`src/hw/rtl/jsu_pkg.sv`:
```
package jsu_pkg;

   localparam int BYTE_W = 8;
   localparam int KIND_W = 2;
   localparam int ERR_W = 3;
   localparam int CP_W = 21;
   localparam int MAX_DATA = 4;
   localparam int MAX_RESULTS = MAX_DATA + 1;
   localparam int NDATA_W = $clog2(MAX_DATA + 1);
   localparam int IDX_W = $clog2(MAX_RESULTS);

   // queue depth must be a power of two
   localparam int QUEUE_DEPTH = 2;
   localparam int QPTR_W = $clog2(QUEUE_DEPTH);
   localparam int QCNT_W = $clog2(QUEUE_DEPTH + 1);

   localparam logic [KIND_W-1:0] KIND_DATA = 2'd0;
   localparam logic [KIND_W-1:0] KIND_CLOSE = 2'd1;
   localparam logic [KIND_W-1:0] KIND_ERROR = 2'd2;

   localparam logic [ERR_W-1:0] ERR_NONE = 3'd0;
   localparam logic [ERR_W-1:0] ERR_CONTROL = 3'd1;
   localparam logic [ERR_W-1:0] ERR_INCOMPLETE = 3'd2;
   localparam logic [ERR_W-1:0] ERR_INVALID = 3'd3;
   localparam logic [ERR_W-1:0] ERR_SURROGATE = 3'd4;
   localparam logic [ERR_W-1:0] ERR_NUL = 3'd5;
   localparam logic [ERR_W-1:0] ERR_UNCLOSED = 3'd6;

   localparam logic [BYTE_W-1:0] CHR_QUOTE = 8'h22;
   localparam logic [BYTE_W-1:0] CHR_BSLASH = 8'h5c;
   localparam logic [BYTE_W-1:0] CHR_SLASH = 8'h2f;
   localparam logic [BYTE_W-1:0] CHR_B = 8'h62;
   localparam logic [BYTE_W-1:0] CHR_F = 8'h66;
   localparam logic [BYTE_W-1:0] CHR_N = 8'h6e;
   localparam logic [BYTE_W-1:0] CHR_R = 8'h72;
   localparam logic [BYTE_W-1:0] CHR_T = 8'h74;
   localparam logic [BYTE_W-1:0] CHR_U = 8'h75;
   localparam logic [BYTE_W-1:0] CHR_SPACE = 8'h20;

   localparam logic [15:0] HIGH_FIRST = 16'hd800;
   localparam logic [15:0] HIGH_LAST = 16'hdbff;
   localparam logic [15:0] LOW_FIRST = 16'hdc00;
   localparam logic [15:0] LOW_LAST = 16'hdfff;
   localparam logic [CP_W-1:0] SUPP_BASE = 21'h10000;

   typedef enum logic [5:0] {
      MODE_NORMAL  = 6'b000001,
      MODE_ESC     = 6'b000010,
      MODE_HEX_HI  = 6'b000100,
      MODE_WANT_BS = 6'b001000,
      MODE_WANT_U  = 6'b010000,
      MODE_HEX_LO  = 6'b100000
   } mode_type;

   typedef enum logic [1:0] {
      TAIL_NONE  = 2'd0,
      TAIL_CLOSE = 2'd1,
      TAIL_ERROR = 2'd2
   } tail_type;

   typedef struct packed {
      logic [MAX_DATA-1:0][BYTE_W-1:0] data;
      logic [NDATA_W-1:0]              n_data;
      tail_type                        tail;
      logic [ERR_W-1:0]                err;
   } pkt_type;

   typedef struct packed {
      logic [MAX_DATA-1:0][BYTE_W-1:0] data;
      logic [NDATA_W-1:0]              n_data;
   } utf8_type;

   typedef struct packed {
      logic       valid;
      logic [3:0] value;
   } hex_type;

   function automatic hex_type hex_value(input logic [BYTE_W-1:0] c);
      hex_type h;
      h.valid = 1'b1;
      h.value = c[3:0];
      if (c inside {[8'h30:8'h39]}) begin
         h.value = c[3:0];
      end else if (c inside {[8'h61:8'h66], [8'h41:8'h46]}) begin
         h.value = c[3:0] + 4'd9;
      end else begin
         h.valid = 1'b0;
      end
      return h;
   endfunction

   function automatic utf8_type utf8_encode(input logic [CP_W-1:0] v);
      utf8_type u;
      u.data = '0;
      if (v < 21'd128) begin
         u.data[0] = v[7:0];
         u.n_data = NDATA_W'(1);
      end else if (v < 21'd2048) begin
         u.data[0] = {3'b110, v[10:6]};
         u.data[1] = {2'b10, v[5:0]};
         u.n_data = NDATA_W'(2);
      end else if (v < SUPP_BASE) begin
         u.data[0] = {4'b1110, v[15:12]};
         u.data[1] = {2'b10, v[11:6]};
         u.data[2] = {2'b10, v[5:0]};
         u.n_data = NDATA_W'(3);
      end else begin
         u.data[0] = {5'b11110, v[20:18]};
         u.data[1] = {2'b10, v[17:12]};
         u.data[2] = {2'b10, v[11:6]};
         u.data[3] = {2'b10, v[5:0]};
         u.n_data = NDATA_W'(4);
      end
      return u;
   endfunction

endpackage

```
`src/hw/rtl/jsu_if.sv`:
```
interface jsu_req_if;
   logic                        valid;
   logic                        ready;
   logic [jsu_pkg::BYTE_W-1:0]  in_byte;
   logic                        source_ends;

   modport source (output valid, in_byte, source_ends, input ready);
   modport sink (input valid, in_byte, source_ends, output ready);
endinterface

interface jsu_rsp_if;
   logic                        valid;
   logic                        ready;
   logic [jsu_pkg::BYTE_W-1:0]  out_byte;
   logic [jsu_pkg::KIND_W-1:0]  kind;
   logic [jsu_pkg::ERR_W-1:0]   error_code;
   logic                        last;

   modport source (output valid, out_byte, kind, error_code, last, input ready);
   modport sink (input valid, out_byte, kind, error_code, last, output ready);
endinterface

```
`src/hw/rtl/json_string_unescaper_core.sv`:
```
// a result passes through the packet queue and then the output stage register
// throughput: one request per cycle while each request yields at most one result and results are taken
// a request yielding several results holds the output until all are taken; the two-entry
// packet queue then fills and stalls the request side
// reset: synchronous, active high; clears decoder mode, queue and output stage
module json_string_unescaper_core (
   input  logic   clock,
   input  logic   reset,
   jsu_req_if.sink    req_bus,
   jsu_rsp_if.source  rsp_bus
);

   logic              push_valid;
   logic              push_ready;
   jsu_pkg::pkt_type  push_data;
   logic              pop_valid;
   logic              pop_ready;
   jsu_pkg::pkt_type  pop_data;

   jsu_front u_front (
      .clock      (clock),
      .reset      (reset),
      .req_bus    (req_bus),
      .push_valid (push_valid),
      .push_data  (push_data),
      .push_ready (push_ready)
   );

   jsu_queue u_queue (
      .clock      (clock),
      .reset      (reset),
      .push_valid (push_valid),
      .push_data  (push_data),
      .push_ready (push_ready),
      .pop_valid  (pop_valid),
      .pop_data   (pop_data),
      .pop_ready  (pop_ready)
   );

   jsu_back u_back (
      .clock     (clock),
      .reset     (reset),
      .pop_valid (pop_valid),
      .pop_data  (pop_data),
      .pop_ready (pop_ready),
      .rsp_bus   (rsp_bus)
   );

endmodule

```
`src/hw/rtl/jsu_front.sv`:
```
module jsu_front (
   input  logic              clock,
   input  logic              reset,
   jsu_req_if.sink           req_bus,
   output logic              push_valid,
   output jsu_pkg::pkt_type  push_data,
   input  logic              push_ready
);

   jsu_pkg::mode_type mode_ff, mode_in;
   logic [15:0] accum_ff, accum_in;
   logic [9:0]  high_ff, high_in;
   logic [1:0]  count_ff, count_in;

   logic                        accept;
   logic [jsu_pkg::BYTE_W-1:0]  b;
   jsu_pkg::hex_type            hv;
   logic [15:0]                 acc_new;
   logic [jsu_pkg::ERR_W-1:0]   err;
   logic                        closed;
   logic                        emit_byte;
   logic [jsu_pkg::BYTE_W-1:0]  one_byte;
   logic                        emit_cp;
   logic [jsu_pkg::CP_W-1:0]    cp;
   jsu_pkg::utf8_type           enc;
   jsu_pkg::pkt_type            pkt;

   assign b = req_bus.in_byte;
   assign hv = jsu_pkg::hex_value(b);
   assign acc_new = {accum_ff[11:0], hv.value};
   assign accept = req_bus.valid && req_bus.ready;
   assign req_bus.ready = push_ready;

   always_comb begin
      mode_in = mode_ff;
      accum_in = accum_ff;
      high_in = high_ff;
      count_in = count_ff;
      err = jsu_pkg::ERR_NONE;
      closed = 1'b0;
      emit_byte = 1'b0;
      one_byte = b;
      emit_cp = 1'b0;
      cp = '0;
      case (mode_ff)
         jsu_pkg::MODE_ESC: begin
            mode_in = jsu_pkg::MODE_NORMAL;
            emit_byte = 1'b1;
            case (b)
               jsu_pkg::CHR_QUOTE, jsu_pkg::CHR_BSLASH, jsu_pkg::CHR_SLASH: one_byte = b;
               jsu_pkg::CHR_B: one_byte = 8'd8;
               jsu_pkg::CHR_F: one_byte = 8'd12;
               jsu_pkg::CHR_N: one_byte = 8'd10;
               jsu_pkg::CHR_R: one_byte = 8'd13;
               jsu_pkg::CHR_T: one_byte = 8'd9;
               jsu_pkg::CHR_U: begin
                  emit_byte = 1'b0;
                  mode_in = jsu_pkg::MODE_HEX_HI;
                  accum_in = '0;
                  count_in = '0;
               end
               default: begin
                  emit_byte = 1'b0;
                  err = jsu_pkg::ERR_INVALID;
               end
            endcase
         end
         jsu_pkg::MODE_HEX_HI, jsu_pkg::MODE_HEX_LO: begin
            if (!hv.valid) begin
               err = jsu_pkg::ERR_INVALID;
            end else if (count_ff != 2'd3) begin
               accum_in = acc_new;
               count_in = count_ff + 2'd1;
            end else begin
               accum_in = acc_new;
               count_in = '0;
               if (mode_ff == jsu_pkg::MODE_HEX_HI) begin
                  if (acc_new inside {[jsu_pkg::HIGH_FIRST:jsu_pkg::HIGH_LAST]}) begin
                     high_in = acc_new[9:0];
                     mode_in = jsu_pkg::MODE_WANT_BS;
                  end else if (acc_new inside {[jsu_pkg::LOW_FIRST:jsu_pkg::LOW_LAST]}) begin
                     err = jsu_pkg::ERR_SURROGATE;
                  end else if (acc_new == 16'd0) begin
                     err = jsu_pkg::ERR_NUL;
                  end else begin
                     emit_cp = 1'b1;
                     cp = {5'd0, acc_new};
                     mode_in = jsu_pkg::MODE_NORMAL;
                  end
               end else begin
                  if (!(acc_new inside {[jsu_pkg::LOW_FIRST:jsu_pkg::LOW_LAST]})) begin
                     err = jsu_pkg::ERR_SURROGATE;
                  end else begin
                     emit_cp = 1'b1;
                     cp = jsu_pkg::SUPP_BASE + {1'b0, high_ff, acc_new[9:0]};
                     mode_in = jsu_pkg::MODE_NORMAL;
                  end
               end
            end
         end
         jsu_pkg::MODE_WANT_BS: begin
            if (b == jsu_pkg::CHR_BSLASH) begin
               mode_in = jsu_pkg::MODE_WANT_U;
            end else begin
               err = jsu_pkg::ERR_SURROGATE;
            end
         end
         jsu_pkg::MODE_WANT_U: begin
            if (b == jsu_pkg::CHR_U) begin
               mode_in = jsu_pkg::MODE_HEX_LO;
               accum_in = '0;
               count_in = '0;
            end else begin
               err = jsu_pkg::ERR_SURROGATE;
            end
         end
         default: begin
            mode_in = jsu_pkg::MODE_NORMAL;
            if (b == jsu_pkg::CHR_QUOTE) begin
               closed = 1'b1;
            end else if (b < jsu_pkg::CHR_SPACE) begin
               err = jsu_pkg::ERR_CONTROL;
            end else if (b == jsu_pkg::CHR_BSLASH) begin
               mode_in = jsu_pkg::MODE_ESC;
            end else begin
               emit_byte = 1'b1;
            end
         end
      endcase

      // source ran out before the string closed
      if (err == jsu_pkg::ERR_NONE && !closed && req_bus.source_ends) begin
         case (mode_in)
            jsu_pkg::MODE_ESC, jsu_pkg::MODE_HEX_HI, jsu_pkg::MODE_HEX_LO:
               err = jsu_pkg::ERR_INCOMPLETE;
            jsu_pkg::MODE_WANT_BS, jsu_pkg::MODE_WANT_U:
               err = jsu_pkg::ERR_SURROGATE;
            default: err = jsu_pkg::ERR_UNCLOSED;
         endcase
      end

      if (err != jsu_pkg::ERR_NONE || closed) begin
         mode_in = jsu_pkg::MODE_NORMAL;
         accum_in = '0;
         high_in = '0;
         count_in = '0;
      end
   end

   assign enc = jsu_pkg::utf8_encode(cp);

   always_comb begin
      pkt.data = '0;
      pkt.n_data = '0;
      if (emit_cp) begin
         pkt.data = enc.data;
         pkt.n_data = enc.n_data;
      end else if (emit_byte) begin
         pkt.data[0] = one_byte;
         pkt.n_data = jsu_pkg::NDATA_W'(1);
      end
      pkt.err = err;
      if (err != jsu_pkg::ERR_NONE) begin
         pkt.tail = jsu_pkg::TAIL_ERROR;
      end else if (closed) begin
         pkt.tail = jsu_pkg::TAIL_CLOSE;
      end else begin
         pkt.tail = jsu_pkg::TAIL_NONE;
      end
   end

   assign push_data = pkt;
   assign push_valid = accept && (pkt.n_data != '0 || pkt.tail != jsu_pkg::TAIL_NONE);

   always_ff @(posedge clock) begin
      if (reset) begin
         mode_ff <= jsu_pkg::MODE_NORMAL;
         accum_ff <= '0;
         high_ff <= '0;
         count_ff <= '0;
      end else if (accept) begin
         mode_ff <= mode_in;
         accum_ff <= accum_in;
         high_ff <= high_in;
         count_ff <= count_in;
      end
   end

endmodule

```
`src/hw/rtl/jsu_queue.sv`:
```
module jsu_queue (
   input  logic              clock,
   input  logic              reset,
   input  logic              push_valid,
   input  jsu_pkg::pkt_type  push_data,
   output logic              push_ready,
   output logic              pop_valid,
   output jsu_pkg::pkt_type  pop_data,
   input  logic              pop_ready
);

   jsu_pkg::pkt_type entries_ff [jsu_pkg::QUEUE_DEPTH];
   logic [jsu_pkg::QPTR_W-1:0] wr_ptr_ff, wr_ptr_in;
   logic [jsu_pkg::QPTR_W-1:0] rd_ptr_ff, rd_ptr_in;
   logic [jsu_pkg::QCNT_W-1:0] count_ff, count_in;
   logic do_push, do_pop;

   assign push_ready = count_ff != jsu_pkg::QCNT_W'(jsu_pkg::QUEUE_DEPTH);
   assign pop_valid = count_ff != '0;
   assign pop_data = entries_ff[rd_ptr_ff];
   assign do_push = push_valid && push_ready;
   assign do_pop = pop_valid && pop_ready;

   always_comb begin
      wr_ptr_in = wr_ptr_ff + jsu_pkg::QPTR_W'(do_push);
      rd_ptr_in = rd_ptr_ff + jsu_pkg::QPTR_W'(do_pop);
      count_in = count_ff + jsu_pkg::QCNT_W'(do_push) - jsu_pkg::QCNT_W'(do_pop);
   end

   always_ff @(posedge clock) begin
      if (reset) begin
         wr_ptr_ff <= '0;
         rd_ptr_ff <= '0;
         count_ff <= '0;
      end else begin
         wr_ptr_ff <= wr_ptr_in;
         rd_ptr_ff <= rd_ptr_in;
         count_ff <= count_in;
      end
   end

   always_ff @(posedge clock) begin
      if (do_push) begin
         entries_ff[wr_ptr_ff] <= push_data;
      end
   end

endmodule

```
`src/hw/rtl/jsu_back.sv`:
```
module jsu_back (
   input  logic              clock,
   input  logic              reset,
   input  logic              pop_valid,
   input  jsu_pkg::pkt_type  pop_data,
   output logic              pop_ready,
   jsu_rsp_if.source         rsp_bus
);

   jsu_pkg::pkt_type cur_ff, cur_in;
   logic cur_valid_ff, cur_valid_in;
   logic [jsu_pkg::IDX_W-1:0] idx_ff, idx_in;
   logic [jsu_pkg::IDX_W-1:0] total;
   logic is_data, is_last, fire;

   assign total = jsu_pkg::IDX_W'(cur_ff.n_data)
                + jsu_pkg::IDX_W'(cur_ff.tail != jsu_pkg::TAIL_NONE);
   assign is_data = idx_ff < jsu_pkg::IDX_W'(cur_ff.n_data);
   assign is_last = idx_ff == total - jsu_pkg::IDX_W'(1);
   assign fire = rsp_bus.valid && rsp_bus.ready;
   assign pop_ready = !cur_valid_ff || (fire && is_last);

   always_comb begin
      rsp_bus.valid = cur_valid_ff;
      rsp_bus.last = is_last;
      if (is_data) begin
         rsp_bus.out_byte = cur_ff.data[idx_ff[1:0]];
         rsp_bus.kind = jsu_pkg::KIND_DATA;
         rsp_bus.error_code = jsu_pkg::ERR_NONE;
      end else begin
         rsp_bus.out_byte = '0;
         if (cur_ff.tail == jsu_pkg::TAIL_ERROR) begin
            rsp_bus.kind = jsu_pkg::KIND_ERROR;
            rsp_bus.error_code = cur_ff.err;
         end else begin
            rsp_bus.kind = jsu_pkg::KIND_CLOSE;
            rsp_bus.error_code = jsu_pkg::ERR_NONE;
         end
      end
   end

   always_comb begin
      cur_in = cur_ff;
      cur_valid_in = cur_valid_ff;
      idx_in = idx_ff;
      if (pop_valid && pop_ready) begin
         cur_in = pop_data;
         cur_valid_in = 1'b1;
         idx_in = '0;
      end else if (fire) begin
         if (is_last) begin
            cur_valid_in = 1'b0;
         end else begin
            idx_in = idx_ff + jsu_pkg::IDX_W'(1);
         end
      end else if (pop_ready) begin
         cur_valid_in = 1'b0;
      end
   end

   always_ff @(posedge clock) begin
      if (reset) begin
         cur_valid_ff <= 1'b0;
         idx_ff <= '0;
      end else begin
         cur_valid_ff <= cur_valid_in;
         idx_ff <= idx_in;
      end
   end

   always_ff @(posedge clock) begin
      cur_ff <= cur_in;
   end

`ifndef SYNTHESIS
   a_no_empty_packet: assert property (@(posedge clock) disable iff (reset)
      cur_valid_ff |-> (cur_ff.n_data != '0 || cur_ff.tail != jsu_pkg::TAIL_NONE))
      else $error("empty packet in output stage");
   a_data_bound: assert property (@(posedge clock) disable iff (reset)
      cur_valid_ff |-> cur_ff.n_data <= jsu_pkg::NDATA_W'(jsu_pkg::MAX_DATA))
      else $error("too many data bytes in packet");
   a_stall_holds_idx: assert property (@(posedge clock) disable iff (reset)
      rsp_bus.valid && !rsp_bus.ready |=> rsp_bus.valid && $stable(idx_ff))
      else $error("result index moved while stalled");
   a_error_is_last: assert property (@(posedge clock) disable iff (reset)
      rsp_bus.valid && rsp_bus.kind != jsu_pkg::KIND_DATA |-> rsp_bus.last)
      else $error("close or error result not marked last");
`endif

endmodule

```
`src/flat_wrapper.sv`:
```
// flat-port wrapper written by rule: the top's interface ports become plain ports
module json_string_unescaper_core_flat 
  (clock, reset, req_bus_valid, req_bus_in_byte, req_bus_source_ends, req_bus_ready, rsp_bus_valid, rsp_bus_out_byte, rsp_bus_kind, rsp_bus_error_code, rsp_bus_last, rsp_bus_ready);
  jsu_req_if req_bus_i ();
  jsu_rsp_if rsp_bus_i ();
  input  logic clock;
  input  logic reset;
  input wire logic [$bits(req_bus_i.valid)-1:0] req_bus_valid;
  input wire logic [$bits(req_bus_i.in_byte)-1:0] req_bus_in_byte;
  input wire logic [$bits(req_bus_i.source_ends)-1:0] req_bus_source_ends;
  output wire logic [$bits(req_bus_i.ready)-1:0] req_bus_ready;
  output wire logic [$bits(rsp_bus_i.valid)-1:0] rsp_bus_valid;
  output wire logic [$bits(rsp_bus_i.out_byte)-1:0] rsp_bus_out_byte;
  output wire logic [$bits(rsp_bus_i.kind)-1:0] rsp_bus_kind;
  output wire logic [$bits(rsp_bus_i.error_code)-1:0] rsp_bus_error_code;
  output wire logic [$bits(rsp_bus_i.last)-1:0] rsp_bus_last;
  input wire logic [$bits(rsp_bus_i.ready)-1:0] rsp_bus_ready;
  assign req_bus_i.valid = req_bus_valid;
  assign req_bus_i.in_byte = req_bus_in_byte;
  assign req_bus_i.source_ends = req_bus_source_ends;
  assign req_bus_ready = req_bus_i.ready;
  assign rsp_bus_valid = rsp_bus_i.valid;
  assign rsp_bus_out_byte = rsp_bus_i.out_byte;
  assign rsp_bus_kind = rsp_bus_i.kind;
  assign rsp_bus_error_code = rsp_bus_i.error_code;
  assign rsp_bus_last = rsp_bus_i.last;
  assign rsp_bus_i.ready = rsp_bus_ready;
  json_string_unescaper_core u_core (.clock(clock), .reset(reset), .req_bus(req_bus_i), .rsp_bus(rsp_bus_i));
endmodule
```
`config.mk`:
```
export PLATFORM = sky130hd
export DESIGN_NAME = json_string_unescaper_core_flat
export DESIGN_NICKNAME = d
export VERILOG_FILES = /design/src/hw/rtl/jsu_pkg.sv /design/src/hw/rtl/jsu_if.sv /design/src/hw/rtl/json_string_unescaper_core.sv /design/src/hw/rtl/jsu_front.sv /design/src/hw/rtl/jsu_queue.sv /design/src/hw/rtl/jsu_back.sv /design/src/flat_wrapper.sv
export SDC_FILE = /design/constraint.sdc
export NUM_CORES = 1
export LEC_CHECK = 0
export BUFFER_PORTS_ARGS = -buffer_cell sky130_fd_sc_hd__buf_2
export CORE_MARGIN = 2
export CORE_UTILIZATION = 52
export CTS_CLUSTER_DIAMETER = 200
export DETAILED_ROUTE_END_ITERATION = 16
export HOLD_SLACK_MARGIN = 0.1
export PLACE_DENSITY = 0.73
export SLEW_MARGIN = 20
export SYNTH_ARGS = -nofsm -noshare
export SYNTH_HDL_FRONTEND = slang
export SYNTH_SLANG_ARGS = --single-unit
export TNS_END_PERCENT = 10
```
`constraint.sdc`:
```
create_clock -name clock -period 7.5 [get_ports clock]
set_input_delay 1.5 -clock clock [delete_from_list [all_inputs] [get_ports clock]]
set_output_delay 1.5 -clock clock [all_outputs]
set_load 0.01 [all_outputs]
```
# After elaboration in Yosys (flattened, before gate mapping)
# Memories as Yosys holds them, arrays and structs flattened. A register that Yosys moved wholly into a read port is not among the register bits.
# Cells that the tools add are included.
# totals
input_bits	13
output_inout_bits	16
word_cells	207
ram_bits	80
memories	1
ff_bits	38
# op_classes
muxes	98
magnitude_cmp	16
bitwise	1
n_reduce_logical	45
n_addsub	10
eq_ne	27
# memory_table
memory	words	width	rd	rd_ports_with_merged_regs	wr	line	text
u_core.u_queue.entries_ff	2	40	1	1	1	jsu_queue.sv:12	jsu_pkg::pkt_type entries_ff [jsu_pkg::QUEUE_DEPTH];
# op_table
op	count
$mux W21	5
$mux W16	4
$mux W10	6
$mux W6	10
$eq A8 B7 Y1 const B	7
$mux W24	2
$pmux W8 S5	1
$mux W3	13
$mux W12	3
$mux W11	3
$ge A16 B16 Y1 const B	2
$le A16 B16 Y1 const B	2
$mux W8	4
$mux W1	25
$mux W25	1
$pmux W12 S2	1
$pmux W6 S4	1
$mux W2	11
$add A17 B20 Y21 const A	1
$lt A21 B12 Y1 const B	1
$lt A21 B17 Y1 const B	1
$lt A21 B8 Y1 const B	1
$mux W19	1
$bmux W8 S2	1
other kinds (50)	90

# Longest topological paths before layout
# Gate-level depths: netlist of the first run.
# logic_depth
ltp_word	25
depth_mapped	20
ltp_nobuf	17

# By module
# From an unflattened synthesis of the first run, not the netlist that was laid out.
# unflattened
hier_cells	635
area_unflattened_um2	7937.6
# by_module_without_submodules
module	seq_area_each_um2	cells_each	area_per_inst_um2	instances
jsu_queue	2482.4	152	3111.7	1
jsu_front	600.6	378	2941.6	1
jsu_back	1281.2	105	1884.3	1

# Worst setup path after synthesis of the first run
# OpenSTA, ideal clock, no wires.
# synth_timing
path_type	input to register
from	input req_bus_in_byte[1]
to	memory u_core.u_queue.entries_ff[0][0] in the netlist's numbering, enable pin
path_buffers	2
stages	13
setup_ns	0.397
arrival_time_ns	5.333
slack_ns	1.770
required_ns	7.103
cell_sequence	clkbuf_1 inv_1 ha_1 or3b_1 and4_1 o21ai_0 nor3_1 or4b_2 nand2b_1 nor3b_1 buf_2 a21oi_1 ha_1
# synth_via
elab_chain_len	25
elab_cells_between_ends	116
classes_between	add/sub: 2; order compare: 14; eq/ne: 14; mux: 65; reduce/logical: 21
# synth_lines
element	line	text
start: declaration	flat_wrapper.sv:9	input wire logic [$bits(req_bus_i.in_byte)-1:0] req_bus_in_byte;
branches (longest 20 deep; another with $ge A16 B16 Y1)	n/a	
$logic_or A1 B1 Y1 *	jsu_front.sv:173	assign push_valid = accept && (pkt.n_data != '0 || pkt.tail != jsu_pkg::TAIL_NONE);
$logic_and A1 B1 Y1 *	jsu_front.sv:173	
$logic_and A1 B1 Y1 *	jsu_queue.sv:21	assign do_push = push_valid && push_ready;
$mux W1 *	jsu_queue.sv:43	if (do_push) begin
$mux W1 (not written as such) *	jsu_queue.sv:44	entries_ff[wr_ptr_ff] <= push_data;
end: declaration	jsu_queue.sv:12	
# Every way passes the cells marked *.

==> metrics.txt, run 1 <==
status completed; dpl cell area ~0.0076 mm2; min cycle time layout approximately 5.6 ns; Synth Area in Adders 0.0273; routed vias/inst between 6 and 7; share of cells above drive strength 1 0.199; Ant. Diodes 0; setup TNS 0 ns; # setup viols final 0; DRC violations left 0; sequential share of the synthesized area 0.546; Die Ht approximately 120 um; Overall Global Routing Usage 0.242; gp weighted congestion between 0.9 and 1; Max VDD drop 0.000158 V; fin crit share 0.740; Leakage around 2.8 nW; WL/cell 20.1 um; clock sinks roughly 150; PostCTS Resize Cnt 0; Synth Cell Area roughly 0.0073 mm2; first-pass GRT wire length ~27000 um; vias between 5000 and 6000; setup ws final just under 2 ns; initial antenna violation count 0; Yosys warnings 0; number of synthesized register bits between 100 and 150; initial core utilization 0.530; post-CTS setup buffer count 0; DPL Wire Length roughly 12000 um; syn avg cell area around 11 um2; area of the multi-input gates approximately 0.0031 mm2; Pwr per Cell Area approximately 290 mW/mm2; GR peak layer met2; final hold violation count 0; DRT antenna net count 0; Final nets around 700; syn nets around 670; largest net degree at the start of global routing 45; Cell variety after synth about 80; Synth Area in Compound Gates 0.122; async set or reset register ratio after synthesis 0; grt total ovfl 0; clock root cell clkbuf_16; Post-Route WL ~17000 um; row count 43; fin util 0.595; Max-Cap Viols 0; Post-synth top cells edfxtp_1, nand2_1, nor2_1; unrepaired setup endpoints after global routing no; crit path launch type input port; worst slew pin tran ~1.1 ns; number of port buffers 28; Critical Path AT around 5.8 ns; final instance area about 0.0082 mm2; maximum clock rate approximately 180 MHz; die area about 0.015 mm2; count of hold buffers inserted by post-cts repair 0; core footprint roughly 0.014 mm2; top cell type by total area after synthesis edfxtp_1; Synth Flop Type edfxtp_1; WS Path Type input port to flop; first-pass iteration count of the detailed router 5; synth top area cells edfxtp_1, dfxtp_1, mux2_2; Setup WS pre-CTS 1.61 ns; clock tree buffer depth 2; Synth Area in Simple Gates 0.175; Sw Ratio 0.282; Clock transition at path regs 0.06 ns; Final Max Slew Viols 0; Pint ~0.0017 W; CTS tree yes; combinational fraction of design power 0.192; Synth-to-Final Area Change 12.2%; XOR/XNOR Fraction of Synth Area 0.0155; CTS buffer count 17; clock power share 0.343; Sequential Power Share 0.464; number of flops mapped to enable cells by yosys 108; Fillers about 1100; Worst setup EP type flop; multiplexer share of the synthesized area 0.0826; DR iter-0 viols approximately 520; # IOs 29; met3 usage 0.0534; most frequent cell after synthesis edfxtp_1; required time worst endpoint between 7 and 8 ns; WHS ~0.47 ns; max_slew headroom 0.252; clock skew approximately 0.0091 ns; Critical Path Fanout Max 19; Synth Instances ~640; GR Util met2 0.379; Hold Path Class flop to flop; die width between 100 and 150 um; largest family of logic cells by synthesized area simple AND/OR/NAND/NOR gates; flip-flop and latch area 0.00400 mm2; top-area cell type share of the netlist area 0.443; P_sw between 0.0006 and 0.0007 W; H-tree levels 4; Worst-Skew Late Latency ~0.43 ns; met1 GRT Util 0.333; vias in the first global route ~5000
==> power by group through the flow <==
stage          Sequential (W)  Combinational, W  Clock, W
2_1_floorplan         0.00111          0.000341         0
3_3_place_gp          0.00113          0.000453         0
3_5_place_dp          0.00114          0.000467         0
4_1_cts               0.00112          0.000471  0.000842
5_1_grt               0.00114          0.000514  0.000876
6_report              0.00112          0.000465  0.000830
==> final timing paths <==
kind,startpoint,cells past startpoint,slack (ns),to
worst min-delay path,u_core.u_front.count_ff[0]$_SDFFE_PP0P_,1,0.47,u_core.u_front.count_ff[0]$_SDFFE_PP0P_
worst max register to register,u_core.u_front.mode_ff[5]$_SDFFE_PP0P_,16,3.03,u_core.u_queue.count_ff[1]$_SDFF_PP0_
worst min register to register,u_core.u_front.count_ff[0]$_SDFFE_PP0P_,1,0.47,u_core.u_front.count_ff[0]$_SDFFE_PP0P_
worst max-delay path,req_bus_in_byte[1],15,1.95,u_core.u_queue.entries_ff[1][10]$_DFFE_PP_
==> cells by family after synthesis <==
kind of cell | after synthesis
simple gates | 234
flops | 146
compound gates | 125
buf+inv | 58
mux | 47
fa+ha+maj | 16
xor+xnor | 13
==> layer usage <==
layer,routed length [um],part of all wire
met1,7530,0.44
met2,8160,0.48
met3,1080,0.063
met4,388,0.023
met5,0,0
==> critical path, cell delays in order <==
cell and delay [ns]:
buf_2 0.23, inv_1 0.14, ha_1 0.23, or3b_1 0.23, nand2_2 0.10, o21ai_0 0.39, and3_1 0.59, nand2_1 0.51
inv_1 0.57, a211oi_2 0.09, buf_4 0.22, o211a_1 0.30, inv_1 0.24, nor2_1 0.07, o21ai_0 0.32
==> stage by stage <==
step                      total power (W)  cells
final                             0.00242    852
after global routing              0.00253    852
after CTS                         0.00244    852
after detailed placement          0.00161    820
after global placement            0.00158    820
after floorplan                   0.00145    639
==> layout make-up <==
cell class | instances | share of cell area
Sequential cell | 146 | 0.487
Multi-Input combinational cell | 435 | 0.379
Clock buffer | 17 | 0.0517
Tap cell | 180 | 0.0274
Timing Repair Buffer | 36 | 0.0243
Clock inverter | 15 | 0.0198
Inverter | 23 | 0.0105
==> placed cells by master, fill, tap and decap left out, types with 9 or more instances in the layout <==
cell       count
mux2_2        38
nand3b_1      14
nand4_1       15
ha_1          16
o21ai_0       18
nor2_1        53
nand2_1       57
a21oi_1       38
xnor2_1       10
a22oi_1        9
buf_2         28
inv_1         22
clkbuf_16     17
nand3_1       13
dfxtp_1       38
nor2b_1       10
edfxtp_1     108
==> flip-flops by register name, summed over array words and instances, names as in the netlist <==
register                     count
u_core.u_queue.entries_ff       72
u_core.u_back.cur_ff            36
u_core.u_front.accum_ff         12
u_core.u_front.high_ff          10
u_core.u_front.mode_ff           6
u_core.u_back.idx_ff             3
u_core.u_front.count_ff          2
u_core.u_queue.count_ff          2
u_core.u_back.rsp_bus.valid      1
u_core.u_queue.rd_ptr_ff         1
u_core.u_queue.wr_ptr_ff         1
No activity file was read; power rests on OpenSTA's default activity.
==> inputs of run 2 (changes only) <==
Settings changed: PLACE_DENSITY 0.73 to 0.76.
Clock period 7.5 ns to 4.7 ns, I/O delays scaled along.
==> run 2 against run 1 <==
Via count grew 3.2%. Critical path depth grew 3. Largest cell class unchanged. Largest power group unchanged. Routed wire length shrank 0.17%. Worst setup slack lost 1.4 ns. Non-clock buffer count grew 21.
==> metrics.txt, run 2 (synthesized netlist as in run 1, its figures left out) <==
count of hold buffers inserted by post-cts repair 0 (unchanged); HP Start u_core.u_front.high_ff[0]$_SDFFE_PP0P_; most common cell after layout, fill and taps aside edfxtp_1; first-pass GRT wire length 26800 um (-1.3%); crit path launch type input port; Synth-to-Final Area Change 14.4%; Worst setup EP type flop; clock skew 0.00872 ns (-0.000416 ns); CTS buffer count 17 (unchanged); post-CTS setup buffer count 0 (unchanged); die area 0.0151 mm2 (unchanged); Fillers 1068 (-1.6%); status completed; clock sinks 146 (unchanged); Final Max Slew Viols 0 (unchanged); Setup WS pre-CTS 0.174 ns (-1.44 ns); Leakage 2.94 nW (+3.3%); first-pass iteration count of the detailed router 7 (+2); final total power 0.00382 W (+58%); setup TNS 0 ns (unchanged); unrepaired setup endpoints after global routing no; met3 usage 0.0553 (+0.00186); Pint 0.00278 W (+61%); routed vias/inst 6.19 (+0.69%); WL/cell 19.6 um (-2.6%); initial antenna violation count 0 (unchanged); core footprint 0.0138 mm2 (unchanged); Pwr per Cell Area 456 mW/mm2 (+55%); Post-Route WL 17100 um (-0.17%); largest net degree at the start of global routing 45 (unchanged); clock power share 0.332 (-0.011); Largest regs u_core.u_queue.entries_ff: 72 flops, u_core.u_back.cur_ff: 36 flops, u_core.u_front.accum_ff: 12 flops; Critical Path AT 4.40 ns (-1.35 ns); launching point of the worst reg2reg path u_core.u_front.mode_ff[5]$_SDFFE_PP0P_; Worst R2R End u_core.u_queue.count_ff[1]$_SDFF_PP0_; Final nets 709 (+3.1%); Hold Path Class flop to flop; vias in the first global route 5159 (+2.9%); Worst-Skew Late Latency 0.42 ns (about the same); Worst Hold End u_core.u_front.high_ff[0]$_SDFFE_PP0P_; row count 43 (unchanged); GR Util met2 0.376 (-0.00311); WHS 0.461 ns (-0.0124 ns); DRT antenna net count 0 (unchanged); Overall Global Routing Usage 0.236 (-0.00620); clock root cell clkbuf_16; die width 123 um (unchanged); # IOs 29 (unchanged); Die Ht 123 um (unchanged); Clock transition at path regs 0.06 ns (about the same); gp weighted congestion 0.921 (-5.1%); maximum clock rate around 240 MHz; combinational fraction of design power 0.202 (+0.010); final hold violation count 0 (unchanged); Critical Path Fanout Max 4 (-15); flop2flop setup slack 0.76 ns (-2.27 ns); Ant. Diodes 0 (unchanged); most frequent cells in the layout edfxtp_1, nand2_1, nor2_1; fin crit share 0.878; vias 5405 (+3.2%); Largest register FFs 72 (unchanged); Sequential Power Share 0.466 (+0.002); min cycle time layout 4.13 ns; required time worst endpoint 4.97 ns (-2.73 ns); hold path depth 2 (+1); clock tree buffer depth 2 (unchanged); cell depth of the worst flop-to-flop path 15 (-1); WS Path Type input port to flop; PostCTS Resize Cnt 0 (unchanged); P_sw 0.00104 W (+52%); worst slew pin tran 0.840 ns (-0.271 ns); number of port buffers 28 (unchanged); DRC violations left 0 (unchanged); max_slew headroom 0.436 (+0.183); CTS tree yes; met1 GRT Util 0.307 (-0.0261); share of cells above drive strength 1 0.224 (+0.0243); initial core utilization 0.530 (unchanged); Reg with most FFs u_core.u_queue.entries_ff; grt total ovfl 0 (unchanged); Sw Ratio 0.271 (-0.0113); GR peak layer met2; DR iter-0 viols 672 (+30%); Max VDD drop 0.000231 V (+46%); setup ws final 0.573 ns (-1.38 ns); Max-Cap Viols 0 (unchanged); DPL Wire Length 12100 um (+0.59%); # setup viols final 0 (unchanged); H-tree levels 4 (unchanged)
run 2: how the worst max path moves through the flow:
stage,from,end,slack [ns],cells after the start
after detailed placement,req_bus_in_byte[0],u_core.u_queue.count_ff[1]$_SDFF_PP0_,0.17,18
after CTS,req_bus_in_byte[0],u_core.u_queue.count_ff[1]$_SDFF_PP0_,0.58,18
after floorplan,req_bus_in_byte[1],u_core.u_queue.count_ff[1]$_SDFF_PP0_,0.02,19
final,req_bus_in_byte[0],u_core.u_queue.count_ff[1]$_SDFF_PP0_,0.57,18
after global placement,req_bus_in_byte[0],u_core.u_queue.count_ff[1]$_SDFF_PP0_,0.25,18
after global routing,req_bus_in_byte[0],u_core.u_queue.count_ff[1]$_SDFF_PP0_,0.33,18
run 2: layer usage:
metal / vias up / part of all wire / routed length [um]
li1: 2507 / - / -
met1: 2619 / 0.42 / 7120
met2: 238 / 0.48 / 8190
met3: 41 / 0.074 / 1270
met4: 0 / 0.032 / 541
met5: - / 0 / 0
run 2: power by group through the flow:
stage	registers (W)	logic, W	clock network [W]
6_report	0.00178	0.000771	0.00127
5_1_grt	0.00180	0.000846	0.00133
4_1_cts	0.00178	0.000781	0.00128
3_5_place_dp	0.00181	0.000773	0
3_3_place_gp	0.00179	0.000753	0
2_1_floorplan	0.00178	0.000546	0
run 2: critical path, stage by stage:
cell and delay [ns]:
buf_2 0.12, inv_1 0.10, ha_1 0.20, or3b_1 0.42, and4_1 0.25, o21ai_0 0.22
nor3_1 0.11, or4b_2 0.64, nand2b_1 0.15, nor3b_2 0.07, a21oi_1 0.25, inv_1 0.07
ha_1 0.29, inv_1 0.05, ha_1 0.15, xor2_1 0.17, xnor2_1 0.14, nor2_1 0.05
run 2: layout make-up:
class	count	area, um2	area share
tap	180	225	0.0269
multi-input combinational	435	3120	0.372
timing repair buffer	57	383	0.0457
clock buffer	20	457	0.0545
sequential	146	4000	0.478
clock inverter	12	106	0.0127
inverter	23	86.3	0.0103
run 2: through the flow:
step / cells / utilization / area [um2]
5_1_grt: 873 / 0.606 / 8380
4_1_cts: 873 / 0.606 / 8380
3_5_place_dp: 841 / 0.565 / 7820
3_3_place_gp: 841 / 0.565 / 7820
6_report: 873 / 0.606 / 8380
2_1_floorplan: 639 / - / 7340
==> inputs of run 3 (changes only) <==
Settings changed: CORE_UTILIZATION 52 to 50, PLACE_DENSITY 0.76 to 0.73.
==> run 3 against run 2 <==
Hold slack gained 0.010 ns. Utilization shrank 2.5 points. First-iteration DRC count shrank 21%. Sequential cell count unchanged. Critical path type unchanged. Clock power is essentially flat. Count of clock-buffer cells in the layout rose by 1. Routed wire length is 0.29% higher.
==> metrics.txt, run 3 (synthesized netlist as in run 1, its figures left out) <==
fin crit share 0.874 (-0.00450); WL/cell 19.6 um (-0.17%); # setup viols final 0 (unchanged); largest net degree at the start of global routing 45 (unchanged); clock sinks 146 (unchanged); vias in the first global route 5249 (+1.7%); PostCTS Resize Cnt 0 (unchanged); Synth-to-Final Area Change 14.4% (unchanged); initial antenna violation count 0 (unchanged); Max VDD drop 0.000248 V (+7.4%); Reg with most FFs u_core.u_queue.entries_ff; maximum clock rate 244 MHz (+0.52%); Final Max Slew Viols 0 (unchanged); Pwr per Cell Area 453 mW/mm2 (-0.69%); count of hold buffers inserted by post-cts repair 0 (unchanged); Final nets 709 (unchanged); first-pass GRT wire length 27800 um (+3.8%); Worst R2R End u_core.u_queue.count_ff[1]$_SDFF_PP0_; die width 125 um (+1.9%); post-CTS setup buffer count 0 (unchanged); dpl cell area 0.00784 mm2 (+0.22%); # IOs 29 (unchanged); setup TNS 0 ns (unchanged); number of port buffers 28 (unchanged); max_slew headroom 0.470 (+0.0341); flop2flop setup slack 0.67 ns (-0.09 ns); first-pass iteration count of the detailed router 6 (-1); Worst-Skew Late Latency 0.43 ns (about the same); Ant. Diodes 0 (unchanged); share of cells above drive strength 1 0.218 (-0.00577); GR Util met2 0.363 (-0.0125); WS Path Type input port to flop; cell depth of the worst flop-to-flop path 16 (+1); Clock transition at path regs 0.06 ns (about the same); Critical Path Fanout Max 5 (+1); Placed Cells 845 (+0.48%); DRT antenna net count 0 (unchanged); core footprint 0.0144 mm2 (+4.3%); GR peak layer met2; worst slew pin tran 0.795 ns (-0.0447 ns); hold path depth 2 (unchanged); Leakage 2.93 nW (-0.40%); final instance area 0.00838 mm2 (unchanged); Largest register FFs 72 (unchanged); grt total ovfl 0 (unchanged); Largest regs u_core.u_queue.entries_ff: 72 flops, u_core.u_back.cur_ff: 36 flops, u_core.u_front.accum_ff: 12 flops; Post-Route WL 17200 um (+0.29%); Max-Cap Viols 0 (unchanged); Overall Global Routing Usage 0.227 (-0.00889); Setup WS pre-CTS 0.204 ns (+0.0301 ns); launching point of the worst reg2reg path u_core.u_front.mode_ff[5]$_SDFFE_PP0P_; DR iter-0 viols 534 (-21%); DRC violations left 0 (unchanged); Hold Path Class flop to flop; row count 44 (+2.3%); routed vias/inst 6.13 (-0.97%); most common cell after layout, fill and taps aside edfxtp_1; Critical Path AT 4.39 ns (about the same); crit path launch type input port; vias 5377 (-0.52%); H-tree levels 4 (unchanged); status completed; clock root cell clkbuf_16; unrepaired setup endpoints after global routing no; clock tree buffer depth 2 (unchanged); final hold violation count 0 (unchanged); most frequent cells in the layout edfxtp_1, nand2_1, nor2_1; Worst Hold End u_core.u_front.high_ff[1]$_SDFFE_PP0P_; Die Ht 125 um (+1.9%); initial core utilization 0.508 (-0.0219); Worst setup EP type flop; Post-Layout Cell Count 877 (+0.46%); required time worst endpoint 4.99 ns (+0.02 ns); HP Start u_core.u_front.high_ff[1]$_SDFFE_PP0P_; DPL Wire Length 12000 um (-0.50%); clock skew 0.0181 ns (+0.00942 ns); CTS tree yes; CTS buffer count 17 (unchanged); Fillers 1180 (+10%); met3 usage 0.0603 (+0.00504); gp weighted congestion 0.920 (-0.14%); met1 GRT Util 0.298 (-0.00972); die area 0.0156 mm2 (+3.9%); WHS 0.471 ns (+0.0101 ns); setup ws final 0.594 ns (+0.0212 ns); min cycle time layout 4.11 ns (-0.0212 ns)
==> run 3: cell types whose count changed in the layout (fill, tap and decap cells not counted), sizes merged <==
cell,delta
clkinv,-2
clkbuf,+1
inv,+1
==> run 3: stage by stage <==
stage               total power, W   util
floorplan                  0.00232      -
global placement           0.00255  0.543
detailed placement         0.00258  0.543
CTS                        0.00382  0.581
global route               0.00397  0.581
finish                     0.00379  0.581
==> run 3: worst max-delay path by stage <==
stage,cells after the start,from,slack (ns),end
6_report,18,req_bus_in_byte[1],0.59,u_core.u_queue.count_ff[1]$_SDFF_PP0_
5_1_grt,18,req_bus_in_byte[1],0.35,u_core.u_queue.count_ff[1]$_SDFF_PP0_
4_1_cts,18,req_bus_in_byte[0],0.63,u_core.u_queue.count_ff[1]$_SDFF_PP0_
3_5_place_dp,18,req_bus_in_byte[0],0.20,u_core.u_queue.count_ff[1]$_SDFF_PP0_
3_3_place_gp,18,req_bus_in_byte[1],0.26,u_core.u_queue.count_ff[1]$_SDFF_PP0_
2_1_floorplan,19,req_bus_in_byte[1],0.02,u_core.u_queue.count_ff[1]$_SDFF_PP0_
==> run 3: layout make-up <==
| class | count | area [um2] | area share |
|---|---|---|---|
| Multi-Input combinational cell | 435 | 3120 | 0.372 |
| Clock buffer | 21 | 440 | 0.0525 |
| Clock inverter | 11 | 105 | 0.0125 |
| Timing Repair Buffer | 57 | 395 | 0.0472 |
| Sequential cell | 146 | 4000 | 0.478 |
| Tap cell | 184 | 230 | 0.0275 |
| Inverter | 23 | 86.3 | 0.0103 |
==> run 3: report_power, final <==
part / switching [W] / total (W) / internal (W)
clock network: 0.000513 / 0.00124 / 0.000729
registers: 0.0000847 / 0.00178 / 0.00170
logic: 0.000432 / 0.000770 / 0.000338
total: 0.00103 / 0.00379 / 0.00276
==> run 3: critical path, cell delays in order <==
cell	delay, ns
buf_2	0.10
inv_1	0.11
ha_1	0.20
or3b_1	0.42
and4_1	0.25
o21ai_0	0.23
nor3_1	0.09
or4b_2	0.63
nand2b_1	0.21
nor3b_2	0.08
a21oi_1	0.18
inv_1	0.06
ha_1	0.29
inv_1	0.06
ha_1	0.15
xor2_1	0.18
xnor2_1	0.14
nor2_1	0.05
==> run 3: per-layer routing <==
layer | up-vias | wire (um)
met4 | 0 | 488
met5 | - | 0
met3 | 36 | 1170
li1 | 2505 | -
met2 | 230 | 8160
met1 | 2606 | 7360
